==> src/hw/rtl/rne_pkg.sv <==
// rne_pkg: shared types, constants and the microcode table for the roman numeral encoder.
// No dependencies. Used by every module of the block.
package rne_pkg;

  localparam int ValueW = 12;
  localparam int CharW  = 7;
  localparam int PcW    = 5;

  typedef logic [ValueW-1:0] value_t;
  typedef logic [CharW-1:0]  char_t;
  typedef logic [PcW-1:0]    pc_t;

  localparam value_t ValueMax = 12'd3999;

  localparam char_t ChM  = 7'h4D;
  localparam char_t ChD  = 7'h44;
  localparam char_t ChC  = 7'h43;
  localparam char_t ChL  = 7'h4C;
  localparam char_t ChX  = 7'h58;
  localparam char_t ChV  = 7'h56;
  localparam char_t ChI  = 7'h49;
  localparam char_t ChNl = 7'h0A;

  localparam pc_t PcStart   = 5'd0;
  localparam pc_t PcNewline = 5'd19;

  // one control word: emit chr when remainder >= thr, then go to hit_pc, else go to miss_pc
  typedef struct packed {
    value_t thr;
    char_t  chr;
    logic   sub;
    logic   last;
    pc_t    hit_pc;
    pc_t    miss_pc;
  } uword_t;

  // sequencer to datapath
  typedef struct packed {
    logic   load;
    logic   emit;
    logic   sub;
    logic   last;
    logic   bad;
    value_t thr;
    char_t  chr;
  } ctrl_t;

  // datapath to sequencer
  typedef struct packed {
    logic ge;
    logic out_free;
  } sts_t;

  function automatic uword_t mk(value_t thr, char_t chr, logic sub, logic last,
                                pc_t hit_pc, pc_t miss_pc);
    uword_t w;
    w.thr     = thr;
    w.chr     = chr;
    w.sub     = sub;
    w.last    = last;
    w.hit_pc  = hit_pc;
    w.miss_pc = miss_pc;
    return w;
  endfunction

  function automatic uword_t ucode(pc_t pc);
    uword_t w;
    unique case (pc)
      5'd0:    w = mk(12'd1000, ChM, 1'b1, 1'b0, 5'd0,  5'd1);
      5'd1:    w = mk(12'd900,  ChC, 1'b0, 1'b0, 5'd2,  5'd3);
      5'd2:    w = mk(12'd900,  ChM, 1'b1, 1'b0, 5'd3,  5'd3);
      5'd3:    w = mk(12'd500,  ChD, 1'b1, 1'b0, 5'd4,  5'd4);
      5'd4:    w = mk(12'd400,  ChC, 1'b0, 1'b0, 5'd5,  5'd6);
      5'd5:    w = mk(12'd400,  ChD, 1'b1, 1'b0, 5'd6,  5'd6);
      5'd6:    w = mk(12'd100,  ChC, 1'b1, 1'b0, 5'd6,  5'd7);
      5'd7:    w = mk(12'd90,   ChX, 1'b0, 1'b0, 5'd8,  5'd9);
      5'd8:    w = mk(12'd90,   ChC, 1'b1, 1'b0, 5'd9,  5'd9);
      5'd9:    w = mk(12'd50,   ChL, 1'b1, 1'b0, 5'd10, 5'd10);
      5'd10:   w = mk(12'd40,   ChX, 1'b0, 1'b0, 5'd11, 5'd12);
      5'd11:   w = mk(12'd40,   ChL, 1'b1, 1'b0, 5'd12, 5'd12);
      5'd12:   w = mk(12'd10,   ChX, 1'b1, 1'b0, 5'd12, 5'd13);
      5'd13:   w = mk(12'd9,    ChI, 1'b0, 1'b0, 5'd14, 5'd15);
      5'd14:   w = mk(12'd9,    ChX, 1'b1, 1'b0, 5'd15, 5'd15);
      5'd15:   w = mk(12'd5,    ChV, 1'b1, 1'b0, 5'd16, 5'd16);
      5'd16:   w = mk(12'd4,    ChI, 1'b0, 1'b0, 5'd17, 5'd18);
      5'd17:   w = mk(12'd4,    ChV, 1'b1, 1'b0, 5'd18, 5'd18);
      5'd18:   w = mk(12'd1,    ChI, 1'b1, 1'b0, 5'd18, 5'd19);
      default: w = mk(12'd0,    ChNl, 1'b0, 1'b1, PcNewline, PcNewline);
    endcase
    return w;
  endfunction

endpackage

==> src/hw/rtl/roman_numeral_encoder.sv <==
// roman_numeral_encoder: top level, a microcoded sequencer over a compare/subtract datapath.
// Depends on rne_pkg, rne_seq and rne_dp.
//
// Input channel: value_i with in_valid_i / in_ready_o. One item is one number, 0 to 3999.
// Output channel: char_code_o, last_o, out_of_range_o with out_valid_o / out_ready_i.
// Each item gives a run of ASCII letters (M D C L X V I) ended by a newline that has
// last_o set. Zero gives the newline alone. A value above 3999 gives one newline with
// out_of_range_o set.
// The sequencer walks a 20-step table of thresholds (1000, 900, 500 ... 1). A step that
// matches emits one letter; a step that does not match gives no letter. An out-of-range
// item goes straight to the newline step. A character shows on the outputs the cycle
// after its step. The next item can be taken in the cycle after the newline is emitted.
// in_ready_o is high while no item is in work; the next item can be taken while the
// newline of the previous one still waits in the output register.
// When the receiver stalls, a matching step holds until the output register frees.
// Reset clears the sequencer and the output valid; the block comes up ready.
module roman_numeral_encoder (
  input  logic            clk_i,
  input  logic            rst_ni,
  input  logic            in_valid_i,
  output logic            in_ready_o,
  input  rne_pkg::value_t value_i,
  output logic            out_valid_o,
  input  logic            out_ready_i,
  output rne_pkg::char_t  char_code_o,
  output logic            last_o,
  output logic            out_of_range_o
);
  import rne_pkg::*;

  ctrl_t ctrl;
  sts_t  sts;

  rne_seq u_seq (
    .clk_i      (clk_i),
    .rst_ni     (rst_ni),
    .in_valid_i (in_valid_i),
    .in_ready_o (in_ready_o),
    .value_i    (value_i),
    .sts_i      (sts),
    .ctrl_o     (ctrl)
  );

  rne_dp u_dp (
    .clk_i          (clk_i),
    .rst_ni         (rst_ni),
    .value_i        (value_i),
    .ctrl_i         (ctrl),
    .sts_o          (sts),
    .out_valid_o    (out_valid_o),
    .out_ready_i    (out_ready_i),
    .char_code_o    (char_code_o),
    .last_o         (last_o),
    .out_of_range_o (out_of_range_o)
  );

endmodule

==> src/hw/rtl/rne_seq.sv <==
// rne_seq: step counter and microcode fetch with conditional jumps.
// Depends on rne_pkg; drives rne_dp through ctrl_t.
module rne_seq (
  input  logic           clk_i,
  input  logic           rst_ni,
  input  logic           in_valid_i,
  output logic           in_ready_o,
  input  rne_pkg::value_t value_i,
  input  rne_pkg::sts_t   sts_i,
  output rne_pkg::ctrl_t  ctrl_o
);
  import rne_pkg::*;

  logic   busy_q, busy_d;
  logic   bad_q, bad_d;
  pc_t    pc_q, pc_d;
  uword_t uw;
  logic   accept, emit, adv, in_bad;

  assign uw         = ucode(pc_q);
  assign in_ready_o = !busy_q;
  assign accept     = in_valid_i && !busy_q;
  assign in_bad     = value_i > ValueMax;
  assign emit       = busy_q && sts_i.ge && sts_i.out_free;
  assign adv        = busy_q && (!sts_i.ge || sts_i.out_free);

  always_comb begin
    pc_d   = pc_q;
    busy_d = busy_q;
    bad_d  = bad_q;
    if (accept) begin
      pc_d   = in_bad ? PcNewline : PcStart;
      busy_d = 1'b1;
      bad_d  = in_bad;
    end else begin
      if (adv) begin
        pc_d = sts_i.ge ? uw.hit_pc : uw.miss_pc;
      end
      if (emit && uw.last) begin
        busy_d = 1'b0;
      end
    end
  end

  always_ff @(posedge clk_i or negedge rst_ni) begin
    if (!rst_ni) begin
      busy_q <= 1'b0;
      bad_q  <= 1'b0;
      pc_q   <= PcStart;
    end else begin
      busy_q <= busy_d;
      bad_q  <= bad_d;
      pc_q   <= pc_d;
    end
  end

  always_comb begin
    ctrl_o.load = accept;
    ctrl_o.emit = emit;
    ctrl_o.sub  = uw.sub;
    ctrl_o.last = uw.last;
    ctrl_o.bad  = bad_q;
    ctrl_o.thr  = uw.thr;
    ctrl_o.chr  = uw.chr;
  end

endmodule

==> src/hw/rtl/rne_dp.sv <==
// rne_dp: remainder register, compare and subtract, and the output register.
// Depends on rne_pkg; controlled by rne_seq.
module rne_dp (
  input  logic            clk_i,
  input  logic            rst_ni,
  input  rne_pkg::value_t value_i,
  input  rne_pkg::ctrl_t  ctrl_i,
  output rne_pkg::sts_t   sts_o,
  output logic            out_valid_o,
  input  logic            out_ready_i,
  output rne_pkg::char_t  char_code_o,
  output logic            last_o,
  output logic            out_of_range_o
);
  import rne_pkg::*;

  value_t rem_q, rem_d;
  logic   out_valid_q, out_valid_d;
  char_t  char_q, char_d;
  logic   last_q, last_d;
  logic   oor_q, oor_d;

  assign sts_o.ge       = rem_q >= ctrl_i.thr;
  assign sts_o.out_free = !out_valid_q || out_ready_i;

  always_comb begin
    rem_d = rem_q;
    if (ctrl_i.load) begin
      rem_d = value_i;
    end else if (ctrl_i.emit && ctrl_i.sub) begin
      rem_d = rem_q - ctrl_i.thr;
    end
  end

  always_comb begin
    out_valid_d = out_valid_q;
    char_d      = char_q;
    last_d      = last_q;
    oor_d       = oor_q;
    if (ctrl_i.emit) begin
      out_valid_d = 1'b1;
      char_d      = ctrl_i.chr;
      last_d      = ctrl_i.last;
      oor_d       = ctrl_i.last && ctrl_i.bad;
    end else if (out_ready_i) begin
      out_valid_d = 1'b0;
    end
  end

  always_ff @(posedge clk_i or negedge rst_ni) begin
    if (!rst_ni) begin
      out_valid_q <= 1'b0;
    end else begin
      out_valid_q <= out_valid_d;
    end
  end

  always_ff @(posedge clk_i) begin
    rem_q  <= rem_d;
    char_q <= char_d;
    last_q <= last_d;
    oor_q  <= oor_d;
  end

  assign out_valid_o    = out_valid_q;
  assign char_code_o    = char_q;
  assign last_o         = last_q;
  assign out_of_range_o = oor_q;

endmodule

==> config.mk <==
export PLATFORM = sky130hd
export DESIGN_NAME = roman_numeral_encoder
export DESIGN_NICKNAME = d
export VERILOG_FILES = /design/src/hw/rtl/rne_pkg.sv /design/src/hw/rtl/roman_numeral_encoder.sv /design/src/hw/rtl/rne_seq.sv /design/src/hw/rtl/rne_dp.sv
export SDC_FILE = /design/constraint.sdc
export NUM_CORES = 1
export LEC_CHECK = 0
export ABC_AREA = 1
export BUFFER_PORTS_ARGS = -buffer_cell sky130_fd_sc_hd__buf_2
export CORE_MARGIN = 4
export CORE_UTILIZATION = 50
export CTS_CLUSTER_DIAMETER = 100
export DETAILED_ROUTE_END_ITERATION = 8
export HOLD_SLACK_MARGIN = 0.15
export PLACE_DENSITY = 0.76
export SETUP_SLACK_MARGIN = 0.05
export SYNTH_ARGS = -nofsm -noshare
export SYNTH_HDL_FRONTEND = slang
export SYNTH_SLANG_ARGS = --single-unit
==> constraint.sdc <==
create_clock -name clk_i -period 4.17 [get_ports clk_i]
set_input_delay 0.417 -clock clk_i [delete_from_list [all_inputs] [get_ports clk_i]]
set_output_delay 0.417 -clock clk_i [all_outputs]
set_load 0.02 [all_outputs]
==> results of run 1 <==
-- state kept, by name, summed over array words and instances (netlist names) --
signal	flops
u_dp.rem_q	12
u_seq.busy_q	1
u_dp.last_o	1
u_seq.pc_q	5
u_dp.char_code_o	6
u_dp.out_of_range_o	1
u_seq.bad_q	1
u_dp.out_valid_o	1
-- metal layers --
metal,GRT usage,vias up
met4,0.0417,0
li1,-,1131
met5,0,-
met3,0.0213,10
met2,0.313,121
met1,0.269,995
-- kinds of logic after synthesis --
kind of cell    after synthesis  synth area share
compound gates               63             0.152
other cells                   1           0.00160
buf+inv                      60             0.107
flops                        28             0.342
fa+ha+maj                    17            0.0941
xor+xnor                      4            0.0150
simple gates                163             0.288
-- cell usage in the layout (no fill, tap or decap), types with 4 or more instances in the layout --
master    count
nand2_1      99
inv_1        47
nor2_1       30
o21ai_0      26
buf_2        25
nand3_1      23
edfxtp_1     20
ha_1         16
a21oi_1      14
dfrtp_1       8
o21ai_1       5
inv_2         4
o22ai_1       4
-- path summary, 6_finish.rpt --
check / start / to / slack [ns] / depth (start not counted)
hold reg to reg: u_seq.bad_q / u_seq.bad_q / 0.55 / 2
setup / recovery: u_seq.pc_q[0] / u_dp.rem_q[0] / 0.73 / 15
setup reg to reg: u_seq.pc_q[0] / u_dp.rem_q[0] / 0.73 / 15
min in group asynchronous: rst_ni / u_seq.pc_q[1] / 0.49 / 2
hold / removal: value_i[3] / u_dp.rem_q[3] / 0.41 / 3
max in group asynchronous: rst_ni / u_seq.pc_q[3] / 3.51 / 2
-- area by class of cell --
class | count | area (µm²)
Multi-Input combinational cell | 248 | 1290
Timing Repair Buffer | 27 | 143
Clock inverter | 1 | 30.0
Tap cell | 52 | 65.1
Clock buffer | 3 | 41.3
Sequential cell | 28 | 801
Fill cell | 434 | 1880
Inverter | 51 | 191
-- stage by stage --
step | cells | cell area (µm²) | worst slack [ns]
3_3_place_gp | 405 | 2480 | 0.806
3_5_place_dp | 405 | 2480 | 0.805
4_1_cts | 410 | 2560 | 0.773
2_1_floorplan | 336 | 2340 | 0.599
5_1_grt | 410 | 2560 | 0.420
6_report | 410 | 2560 | 0.728
-- tightest hold or removal path: stages --
cell and delay, ns:
buf_2 0.07, nand2_1 0.04, o21ai_0 0.05
-- what timing repair did --
action	CTS	global route
endpoints found under the setup margin	0	0
buffers inserted	0	0
gates resized for setup	0	0
hold buffers	1	0
endpoints found under the hold margin	8	0
==> flow_summary.ini, run 1 <==
[setup_path]
critPathArrivalTime_ns = 3.43
crit_top_cell = nand2_1
cp_top_family = simple AND/OR/NAND/NOR gates
crit_path_max_fanout = 12
crit_buf_inv = 3
slowest_stage = dfrtp_1
slowest_delay_ns = 0.52
worstPathCellList = inv_1 -> ha_1 -> or2_2 -> nand2_1 -> nand3_1 -> ha_1 -> nand2_1 -> nor2_1 -> inv_1 -> nor2_1 -> nand2_1 -> nand3_2 -> nand3_1 -> o21ai_0 -> buf_4
startpoint_type = flop
crit_type = reg -> reg
required_ns = 4.16
end_kind = flop

[clocking]
tritoncts = built
path_clk_slew_ns = 0.11
clockRootBuffer = clkbuf_8
cts.path.max_buffers = 2
cts_max_level = 1
clock_latency_ns = 0.28
cts-buffers-inserted = 3
clock_sink_count = 28

[routing]
drt-initial-drc-count = 373
post_drt_wl_per_cell_um = 13.5
wl_met2_um = 2510
met3WireLength_um = 406
drt_first_pass_iters = 6
viasPerCell = 5.50
finalWirelength_um = 5540
antenna_left = 0
num_vias = 2257
met1Wirelength_um = 2560
top_layer = met4
post-route-drc-count = 0

[timing]
timing.final.crit_share = 0.825
min_period_ns = 3.44
max_freq_mhz = 291
setup_viol = 0
final.setup.tns_ns = 0
rsz0062_at_grt = false
hold_viol = 0
clock_skew_ns = 0.00352
slew_violations = 0
worst_slew_pin_slew_ns = 0.540
slew_headroom = 0.640
whs_ns = 0.412

[finish]
area_growth_pct = 9.41
diodes = 0
fin_nets = 392
fin_util = 0.576
layout-drive-gt1-share = 0.120

[min_path]
min_path_type = in -> reg

[flow_run]
timing.max_cap.violations = 0

[logic_synthesis]
yosysMostFrequentCell = nand2_1
synthTopCellsByArea = edfxtp_1 26%, nand2_1 16%, dfrtp_1 8.6%
syn_nets = 369
ys_ff_latch = 28
yosys.area.top_type = edfxtp_1
synthTopCellsByCount = 99 x nand2_1, 47 x inv_1, 30 x nor2_1
async_reset_ff_frac = 0.286
yosysWarnings = 0
netlist_area_mm2 = 0.00234
ys_types = 36
ys_seq_area_frac = 0.342
yosysTopAreaCellShare = 0.257
synth_edf_count = 20
synth_cells = 336
postSynthAreaPerCell_um2 = 6.96
synth_ff_type = edfxtp_1

[placed_design]
io_buffer_count = 25
gp_congestion = 0.993
dp_hpwl_um = 4290

[floorplanning]
core_mm2 = 0.00444
die_area_mm2 = 0.00584
die_x_um = 76.4
io_pins = 27
initial_core_util = 0.526
die_y_um = 76.4
rows = 24

[global_routing]
grt_pass1_wl_um = 9340
grt_pass1_vias = 2000
antenna_found_initial = 0
grt_max_degree = 19
track_usage = 0.190
grt.overflow.total = 0

[run_status]
status = completed
Power of run 1 is left out: the tool's default activity adds up to more than one toggle a clock period on the data nets, which glitch-free logic cannot reach.
==> inputs of run 2 (changes only) <==
--- a/config.mk
+++ b/config.mk
@@ -12,7 +12,7 @@
 export CTS_CLUSTER_DIAMETER = 100
 export DETAILED_ROUTE_END_ITERATION = 8
 export HOLD_SLACK_MARGIN = 0.15
-export PLACE_DENSITY = 0.76
+export PLACE_DENSITY = 0.79
 export SETUP_SLACK_MARGIN = 0.05
 export SYNTH_ARGS = -nofsm -noshare
 export SYNTH_HDL_FRONTEND = slang
==> constraint.sdc (replaced) <==
create_clock -name clk_i -period 3.06 [get_ports clk_i]
set_input_delay 0.306 -clock clk_i [delete_from_list [all_inputs] [get_ports clk_i]]
set_output_delay 0.306 -clock clk_i [all_outputs]
set_load 0.02 [all_outputs]
==> flow_summary.ini, run 2 (synthesized netlist as in run 1, its figures left out) <==
[run_status]
status = completed

[placed_design]
io_buffer_count = 25
gp_congestion = 0.922
dp_hpwl_um = 4450

[routing]
drt-initial-drc-count = 254
post-route-drc-count = 0
top_layer = met4
viasPerCell = 5.43
wl_met2_um = 3040
num_vias = 2356
met3WireLength_um = 271
met1Wirelength_um = 2690
finalWirelength_um = 6110
post_drt_wl_per_cell_um = 14.1
antenna_left = 0
drt_first_pass_iters = 5

[finish]
largest-register = u_dp.rem_q
area_growth_pct = 24.2
fin_nets = 416
diodes = 0
layout-drive-gt1-share = 0.238
fin_util = 0.654
final_cell_mix = 94 x nand2_1, 44 x inv_1, 27 x nor2_1
final_common_cell = nand2_1
largest_reg_flops = 12

[setup_path]
startpoint = u_seq.pc_q[0]
end_kind = flop
critPathArrivalTime_ns = 2.93
cp_top_family = simple AND/OR/NAND/NOR gates
slowest_stage = dfrtp_1
crit_path_max_fanout = 6
startpoint_type = flop
slowest_delay_ns = 0.42
crit_end = u_dp.rem_q[6]
r2r_cells = 17
crit_type = reg -> reg
worstPathCellList = buf_4 -> ha_1 -> nand2_2 -> nand2_2 -> nand2_2 -> inv_1 -> nand2_2 -> inv_1 -> fa_2 -> inv_1 -> nand3_1 -> nand3_2 -> nand2_2 -> nand3_2 -> nand3_4 -> o21ai_4 -> clkbuf_16
reg2reg_slack_ns = 0.14
crit_top_cell = nand2_2
cp.depth = 17
required_ns = 3.07
crit_buf_inv = 5
worstReg2RegEnd = u_dp.rem_q[6]
reg2reg_from = u_seq.pc_q[0]

[timing]
final.setup.tns_ns = 0
setup_viol = 0
max_freq_mhz = 342
hold_viol = 0
timing.final.crit_share = 0.955
min_period_ns = 2.92
clock_skew_ns = 0.00531
slew_violations = 0

[clocking]
tritoncts = built
cts-buffers-inserted = 3
cts.path.max_buffers = 2
cts_max_level = 1
path_clk_slew_ns = 0.10
clock_sink_count = 28
clock_latency_ns = 0.28
clockRootBuffer = clkbuf_8

[flow_run]
timing.max_cap.violations = 0

[min_path]
min_path_type = in -> reg

[global_routing]
grt_pass1_vias = 2221
track_usage = 0.200
grt_max_degree = 19
grt.overflow.total = 0
antenna_found_initial = 0
grt_pass1_wl_um = 9750

[floorplanning]
die_x_um = 76.4
core_mm2 = 0.00444
rows = 24
initial_core_util = 0.526
die_area_mm2 = 0.00584
io_pins = 27
die_y_um = 76.4
==> run 2: cell types whose count changed in the layout (fill, tap and decap cells not counted), moves of 3 or more <==
cell | before | now
ha_1 | 16 | 10
nor2_1 | 30 | 27
nand3_1 | 23 | 20
buf_4 | 1 | 21
nand2_2 | 1 | 6
ha_4 | 0 | 4
nand2_1 | 99 | 94
inv_1 | 47 | 44
nor2_2 | 1 | 4
==> run 2: final cells by class <==
cell class                 count  area, µm²
fill                         389       1540
multi-input combinational    248       1410
sequential                    28        803
timing repair buffer          51        369
inverter                      51        195
clock buffer                   4       66.3
tap                           52       65.1
==> run 2: worst min-delay path by stage <==
stage,cells past startpoint,endpoint,start
floorplan,0,u_dp.out_valid_o,rst_ni
global placement,1,u_seq.pc_q[2],rst_ni
detailed placement,1,u_seq.pc_q[2],rst_ni
CTS,3,u_dp.rem_q[3],value_i[3]
global route,3,u_dp.rem_q[4],value_i[4]
finish,3,u_dp.rem_q[3],value_i[3]
==> run 2: timing repair <==
action                                  4_1_cts  5_1_grt
endpoints found under the hold margin         8        0
endpoints found under the setup margin        0       26
setup buffers                                 0        8
resized for setup                             0       28
hold buffers                                  1        0
==> run 2: per-stage QoR <==
stage / std cells / hold WS, ns / cell area, µm² / setup WS, ns
after floorplan: 336 / 0.0104 / 2350 / 0.117
after global placement: 420 / 0.158 / 2630 / 0.208
after detailed placement: 420 / 0.167 / 2630 / 0.126
after CTS: 425 / 0.300 / 2700 / 0.108
after global routing: 434 / 0.301 / 2910 / -0.0124
final: 434 / 0.301 / 2910 / 0.136
==> run 2: worst min-delay path, cell delays in order <==
cell	delay, ns
buf_2	0.07
nand2_1	0.04
o21ai_0	0.05
==> run 2: per-layer routing <==
metal,up-vias,global-route usage
li1,1193,-
met1,1080,0.247
met2,71,0.362
met3,12,0.0343
met4,0,0.0489
met5,-,0
Power of run 2 is left out for the same reason.
==> inputs of run 3 (changes only) <==
--- a/config.mk
+++ b/config.mk
@@ -11,6 +11,7 @@
 export CORE_UTILIZATION = 50
 export CTS_CLUSTER_DIAMETER = 100
 export DETAILED_ROUTE_END_ITERATION = 8
+export GPL_TIMING_DRIVEN = 0
 export HOLD_SLACK_MARGIN = 0.15
 export PLACE_DENSITY = 0.79
 export SETUP_SLACK_MARGIN = 0.05
==> flow_summary.ini, run 3 (synthesized netlist as in run 1, its figures left out) <==
[setup_path]
crit_type = reg -> reg
startpoint_type = flop
end_kind = flop
crit_path_max_fanout = 6
required_ns = 3.07
critPathArrivalTime_ns = 2.95

[clocking]
clock_sink_count = 28
clockRootBuffer = clkbuf_8
path_clk_slew_ns = 0.11
cts.path.max_buffers = 2
cts-buffers-inserted = 3
cts_max_level = 1
clock_latency_ns = 0.28
tritoncts = built

[finish]
n_fill_cell = 401
layout-drive-gt1-share = 0.223
final_cell_mix = 92 x nand2_1, 44 x inv_1, 30 x buf_2, 30 x nor2_1, 23 x o21ai_0
finalNonFillerCells = 433
largest_reg_flops = 12
diodes = 0
fin_nets = 415
final_common_cell = nand2_1
area_growth_pct = 21.9
largest-register = u_dp.rem_q

[run_status]
status = completed

[floorplanning]
initial_core_util = 0.526
die_x_um = 76.4
die_y_um = 76.4
core_mm2 = 0.00444
rows = 24
io_pins = 27
die_area_mm2 = 0.00584

[flow_run]
timing.max_cap.violations = 0

[global_routing]
grt_pass1_vias = 2210
grt.overflow.total = 0
grt_max_degree = 17
track_usage = 0.194
grt_pass1_wl_um = 9510
antenna_found_initial = 0

[placed_design]
dp.cells = 413
gp_congestion = 0.905
dp_hpwl_um = 4400
io_buffer_count = 25

[min_path]
min_path_type = in -> reg

[routing]
viasPerCell = 5.57
num_vias = 2410
post-route-drc-count = 0
finalWirelength_um = 6210
post_drt_wl_per_cell_um = 14.3
drt_first_pass_iters = 5
antenna_left = 0
drt-initial-drc-count = 182

[timing]
min_period_ns = 2.94
clock_skew_ns = 0.00334
whs_ns = 0.302
worst_slew_pin_slew_ns = 0.512
setup_viol = 0
max_freq_mhz = 341
timing.final.crit_share = 0.959
slew_violations = 0
slew_headroom = 0.659
hold_viol = 0
==> run 3: cell count changes in the layout (fill, tap and decap cells not counted), moves of 2 or more <==
| cell | before | now |
|---|---|---|
| buf_4 | 21 | 14 |
| buf_2 | 25 | 30 |
| nor2_1 | 27 | 30 |
| nor2_2 | 4 | 1 |
| ha_1 | 10 | 12 |
| nand2_1 | 94 | 92 |
| nand2_2 | 6 | 8 |
| nand3_2 | 3 | 1 |
| o21ai_0 | 25 | 23 |
| o21ai_1 | 5 | 7 |
==> run 3: per-layer routing <==
layer / vias up / wire [µm] / global-route usage
met5: - / 0 / 0
li1: 1184 / - / -
met4: 0 / 206 / 0.0688
met3: 29 / 364 / 0.0331
met1: 1087 / 2640 / 0.239
met2: 110 / 3000 / 0.340
==> run 3: final timing paths <==
kind                          startpoint        endpoint  slack (ns)  cells past startpoint
max                        u_seq.pc_q[1]  u_dp.rem_q[10]        0.12                     15
min                           value_i[2]   u_dp.rem_q[2]        0.30                      3
max reg2reg                u_seq.pc_q[1]  u_dp.rem_q[10]        0.12                     15
min reg2reg                  u_seq.bad_q     u_seq.bad_q        0.60                      2
max in group asynchronous         rst_ni   u_seq.pc_q[1]        2.49                      2
min in group asynchronous         rst_ni   u_seq.pc_q[2]        0.38                      2
==> run 3: metrics by stage <==
stage / TNS [ns] / worst slack (ns) / area, µm² / utilization
final: 0 / 0.124 / 2850 / 0.642
after CTS: 0 / 0.0543 / 2700 / 0.608
after detailed placement: -6.92 / -0.404 / 2540 / 0.572
after global placement: -6.46 / -0.389 / 2540 / 0.572
after floorplan: 0 / 0.117 / 2350 / -
after global routing: -0.0465 / -0.00781 / 2850 / 0.642
==> run 3: area by class of cell <==
class / instances / area, µm² / area share
buffer: 9 / 58.8 / 0.0206
clock buffer: 4 / 66.3 / 0.0232
inverter: 51 / 196 / 0.0689
multi-input combinational: 248 / 1390 / 0.486
sequential: 28 / 803 / 0.282
tap: 52 / 65.1 / 0.0228
timing repair buffer: 41 / 278 / 0.0974
==> run 3: worst max-delay path, cell delays in order (launching register included) <==
cell	delay [ns]
dfrtp_2	0.46
inv_2	0.12
ha_4	0.22
or2_2	0.31
nand2_2	0.08
nand3_2	0.10
ha_4	0.30
nand2_1	0.08
nor2_1	0.10
inv_1	0.07
nor2_1	0.13
nand2_2	0.10
nand3_4	0.10
nand3_4	0.10
o21ai_4	0.21
clkbuf_16	0.19
==> run 3: what timing repair did <==
item / 4_1_cts / 5_1_grt
hold endpoints to repair: 8 / 0
gates cloned: 0 / 1
buffers inserted: 6 / 8
pin swaps: 1 / 7
resized for setup: 7 / 19
setup endpoints to repair: 21 / 26
hold buffers: 1 / 0
Power of run 3 is left out for the same reason.
